<file path="config.mk">
export PLATFORM = sky130hd
export DESIGN_NAME = gstu_ctrl
export DESIGN_NICKNAME = d
export VERILOG_FILES = /design/src/hw/rtl/gstu_pkg.sv /design/src/hw/rtl/gstu_ctrl.sv
export SDC_FILE = /design/constraint.sdc
export NUM_CORES = 1
export LEC_CHECK = 0
export BUFFER_PORTS_ARGS = -buffer_cell sky130_fd_sc_hd__buf_4
export CAP_MARGIN = 15
export CORE_AREA = 2 2 39 41
export DETAILED_ROUTE_END_ITERATION = 10
export DIE_AREA = 0 0 41 43
export PLACE_DENSITY = 0.53
export SKIP_LAST_GASP = 1
export SLEW_MARGIN = 20
export SYNTH_ARGS = -nofsm -noshare
export SYNTH_HDL_FRONTEND = slang
export SYNTH_SLANG_ARGS = --single-unit
</file>
<file path="constraint.sdc">
create_clock -name clock -period 1.2 [get_ports clock]
set_clock_uncertainty 0.2 [all_clocks]
set_input_delay 0.12 -clock clock [delete_from_list [all_inputs] [get_ports clock]]
set_output_delay 0.12 -clock clock [all_outputs]
set_load 0.01 [all_outputs]
</file>
<file path="src/hw/rtl/gstu_pkg.sv">
package gstu_pkg;

   // grid geometry
   localparam int MAX_SIDE = 8;
   localparam int COORD_W  = $clog2(MAX_SIDE);
   localparam int SIZE_W   = 4;
   localparam int CELL_W   = 4 * COORD_W;
   localparam int CELLS    = MAX_SIDE ** 4;
   localparam int COUNT_W  = 13;
   localparam int DOOR_W   = 8;
   localparam int DIR_W    = 2;
   localparam int CMD_W    = 2;
   localparam int STATUS_W = 3;
   localparam int CSR_IDX_W = 2;

   // command codes
   localparam logic [CMD_W-1:0] CMD_INIT = 2'd0;
   localparam logic [CMD_W-1:0] CMD_JOIN = 2'd1;
   localparam logic [CMD_W-1:0] CMD_READ = 2'd2;

   // result status codes
   localparam logic [STATUS_W-1:0] ST_OPENED       = 3'd0;
   localparam logic [STATUS_W-1:0] ST_NBR_OUTSIDE  = 3'd1;
   localparam logic [STATUS_W-1:0] ST_ALREADY_DOOR = 3'd2;
   localparam logic [STATUS_W-1:0] ST_SAME_REGION  = 3'd3;
   localparam logic [STATUS_W-1:0] ST_CELL_OUTSIDE = 3'd4;
   localparam logic [STATUS_W-1:0] ST_DONE         = 3'd5;

   // register indexes
   localparam logic [CSR_IDX_W-1:0] CSR_SIZE_A = 2'd0;
   localparam logic [CSR_IDX_W-1:0] CSR_SIZE_B = 2'd1;
   localparam logic [CSR_IDX_W-1:0] CSR_SIZE_C = 2'd2;
   localparam logic [CSR_IDX_W-1:0] CSR_SIZE_D = 2'd3;

   typedef enum logic [2:0] {
      S_IDLE,
      S_INIT,
      S_LOOKUP,
      S_DECIDE,
      S_DOOR_THERE,
      S_RELABEL,
      S_FINISH
   } state_type;

   typedef struct packed {
      logic load;
      logic init_sweep;
      logic decide;
      logic door_there;
      logic relabel;
      logic ld_result;
   } dp_cmd_type;

   typedef struct packed {
      logic req_is_init;
      logic join_ok;
      logic sweep_last;
   } dp_stat_type;

   // zero acts as one, above the maximum clamps
   function automatic logic [SIZE_W-1:0] eff_size(input logic [SIZE_W-1:0] s);
      logic [SIZE_W-1:0] r;
      if (s == '0) begin
         r = SIZE_W'(1);
      end else if (s > SIZE_W'(MAX_SIDE)) begin
         r = SIZE_W'(MAX_SIDE);
      end else begin
         r = s;
      end
      return r;
   endfunction

endpackage

</file>
<file path="src/hw/rtl/gstu_ctrl.sv">
module gstu_ctrl
   import gstu_pkg::*;
(
   input  logic        clock,
   input  logic        reset,
   input  logic        req_valid,
   output logic        req_ready,
   output logic        rsp_valid,
   input  logic        rsp_ready,
   input  dp_stat_type stat,
   output dp_cmd_type  cmd
);

   state_type state_ff, state_in;
   logic      rsp_valid_ff, rsp_valid_in;

   always_ff @(posedge clock) begin
      if (reset) begin
         state_ff     <= S_IDLE;
         rsp_valid_ff <= 1'b0;
      end else begin
         state_ff     <= state_in;
         rsp_valid_ff <= rsp_valid_in;
      end
   end

   always_comb begin
      state_in  = state_ff;
      cmd       = '0;
      req_ready = 1'b0;
      unique case (state_ff)
         S_IDLE: begin
            req_ready = 1'b1;
            if (req_valid) begin
               cmd.load = 1'b1;
               state_in = stat.req_is_init ? S_INIT : S_LOOKUP;
            end
         end
         S_INIT: begin
            cmd.init_sweep = 1'b1;
            if (stat.sweep_last) state_in = S_FINISH;
         end
         S_LOOKUP: begin
            state_in = S_DECIDE;
         end
         S_DECIDE: begin
            cmd.decide = 1'b1;
            state_in   = stat.join_ok ? S_DOOR_THERE : S_FINISH;
         end
         S_DOOR_THERE: begin
            cmd.door_there = 1'b1;
            state_in       = S_RELABEL;
         end
         S_RELABEL: begin
            cmd.relabel = 1'b1;
            if (stat.sweep_last) state_in = S_FINISH;
         end
         S_FINISH: begin
            if (!rsp_valid_ff || rsp_ready) begin
               cmd.ld_result = 1'b1;
               state_in      = S_IDLE;
            end
         end
         default: state_in = S_IDLE;
      endcase
   end

   // output slot: filled on load, freed when taken
   always_comb begin
      if (cmd.ld_result) begin
         rsp_valid_in = 1'b1;
      end else if (rsp_ready) begin
         rsp_valid_in = 1'b0;
      end else begin
         rsp_valid_in = rsp_valid_ff;
      end
   end

   assign rsp_valid = rsp_valid_ff;

endmodule

</file>
==> results by group <==
Finish
  – Nets: just over 70
  – Multi-input gate area: 211 sq um
  – Finished Core Util: 42.9%
  – # diodes: 0
  – Sequential standard cell area: 86.3 sq um
  – Fraction of layout cells with a size suffix above 1: 69.8%
  – Area grow syn2layout: 117%
  – Fillers: 152

Outcome
  – Failing checks: negative setup slack
  – Status: finished with violations

Timing
  – Worst Setup Slack, final: -0.231 ns
  – Final Cycle Share: 119%
  – Slew at the pin with the worst max-slew slack: 0.167 ns
  – Min Tclk post-route: 1.43 ns
  – Setup violation total in the final timing report: 8
  – Pins over their slew limit: 0
  – Fmax: 699 MHz
  – RSZ-0062 raised after global routing: yes
  – Setup TNS: -1.30 ns
  – Max-slew headroom: 88.8%
  – Endpoints failing hold: 0
  – Hold Slack: approximately 0.037 ns

Clocking
  – CTS Root Cell: clkbuf_4
  – Clock latency on the worst-skew pair: 0.24 ns
  – Clock Pin Slew Worst Setup and Hold Paths: 0.04 ns
  – H-tree depth: 1
  – Max clock buf depth: 2
  – Number of clock sinks: 4
  – CTS tree: built
  – Inserted Clock Buffers: 3

GRT
  – GRT Util Overall: 10.9%
  – Largest net degree at the start of global routing: 13
  – Antenna violations before repair: 0
  – Total global routing overflow: 0
  – Vias in the first global route: roughly 310
  – Wire length of the first global-routing pass: 1260 um

Critical path
  – Crit path launch type: flop
  – Crit-path max FO: 4
  – Worst Path Arrival: around 1.1 ns
  – Most common cell on crit path: buf_6
  – Reg-to-Reg Start: state_ff[2]
  – WS Path Type: flop to output port
  – Worst stage delay on the critical path: 0.34 ns
  – Critical Path Source: state_ff[2]
  – CP max-delay cell: dfxtp_2
  – CP Cell Sequence: buf_6 > nor3_4 > and2_4 > buf_6
  – Worst EP required: 0.88 ns
  – CP Capture Type: output port

Detailed routing
  – DRT Pass-1 Iters: 4
  – Routed Antenna Nets: 0
  – Final wirelength: 794 um
  – Routed len/inst: around 10 um
  – Vias/cell: 4.39
  – DR iter-0 viols: 6
  – Remaining DRCs: 0
  – DR vias: 347

Logic synthesis
  – Yosys top cell area share: approximately 30%
  – Post-synthesis async set-or-reset flop share: 0%
  – Post-synth top flop: dfxtp_1
  – Synth Register Bits: 4
  – Largest area contributor in the netlist: dfxtp_1
  – Ranking of synthesized cells by area: dfxtp_1 29%, a21oi_1 13%, buf_4 8.3%
  – Cell Area, Synth: 273 sq um
  – Synth Warn #: 0
  – Post-Syn Area per Cell: 8.02 sq um
  – Post-synthesis cell count: 34
  – Synth cell types: 17
  – Syn Nets: 41
  – Seq/Total Area, Yosys: 29.4%
  – Post-synth EDFFs: 0

Placement
  – PortBufs: 14
  – Dpl ws: -0.0628 ns
  – Dpl hpwl: approximately 500 um
  – GP Congestion: 0.749

Floorplanning
  – Die Ht: 43 um
  – Row cnt: 14
  – Core area: roughly 1400 sq um
  – Die area: 1760 sq um
  – I/O Pins: 15
  – Die width: 41 um
  – Starting density of the core: 19.7%

Hold path
  – Hold Crit Class: input port to flop
  – Min-delay src: stat[2]

Power and ir drop
  – PwrDens: 1280 nW/um^2
  – Peak supply drop: about 0.0004 V
  – Lkg Pwr: approximately 0.27 nW

Run
  – Max Cap Viol: 0
[Yosys cell counts (2+ instances only)]
cell	n
and3b_2	2
o21ai_0	2
nand2_1	3
nor2_1	2
buf_4	3
nor3b_1	2
a21oi_1	7
dfxtp_1	4
[layout make-up]
class | instances | share of cell area (%)
Timing Repair Buffer | 29 | 42.6
Multi-Input combinational cell | 27 | 35.7
Sequential cell | 4 | 14.6
Clock buffer | 3 | 3.80
Tap cell | 16 | 3.38
[routing by layer]
| layer | GRT usage (%) | vias up | routed length [um] |
|---|---|---|---|
| met3 | 5.76 | 2 | 65 |
| li1 | - | 175 | - |
| met1 | 11.6 | 156 | 323 |
| met2 | 15.6 | 14 | 390 |
| met5 | 0 | - | 0 |
| met4 | 8.00 | 0 | 14 |
[path summary, 6_finish.rpt]
kind	endpoint	slack [ns]	cells after the start
worst max-delay path	cmd[5]	-0.23	4
worst min-delay path	state_ff[1]	0.04	4
worst max register to register	state_ff[0]	-0.02	5
worst min register to register	state_ff[1]	0.35	2
[critical path: cells and delay by family (launching register included)]
| kind | cells | cell delay [ns] |
|---|---|---|
| DFF | 1 | 0.34 |
| and+or+nand+nor | 2 | 0.32 |
| buffers and inverters | 2 | 0.21 |
[logic make-up after synthesis]
kind of cell / synth area share, %
flops: 29.4
compound gates: 18.8
simple gates: 43.6
buf+inv: 8.26
[where the power goes]
group          switching [mW]  total, mW  internal, mW
combinational           0.137      0.385         0.248
sequential             0.0394      0.198         0.159
clock                  0.0613      0.174         0.112
total                   0.238      0.757         0.520
[placed cells by master, fill, tap and decap left out, drive strengths merged, types with 3 or more instances in the layout]
master	n
dfxtp	4
buf	24
clkbuf	3
nand2	3
dlygate4sd3	5
a21oi	7
[state kept, by name, indices dropped and copies added, names as in the netlist]
signal and cells:
rsp_valid 1, state_ff 3
[stage by stage]
step	cells	area [sq um]	total power, mW
floorplan	34	279	0.327
global placement	67	427	0.462
detailed placement	67	427	0.462
CTS	78	554	0.729
global route	79	593	0.806
finish	79	593	0.757
[repair_timing]
item                                    in CTS  in global routing
pin swaps                                    3                  2
gates resized for setup                     11                 10
buffers inserted                             3                  1
hold buffers                                 5                  0
endpoints found under the hold margin        4                  0
endpoints found under the setup margin       8                 11
Power figures use the tool's default switching activity.
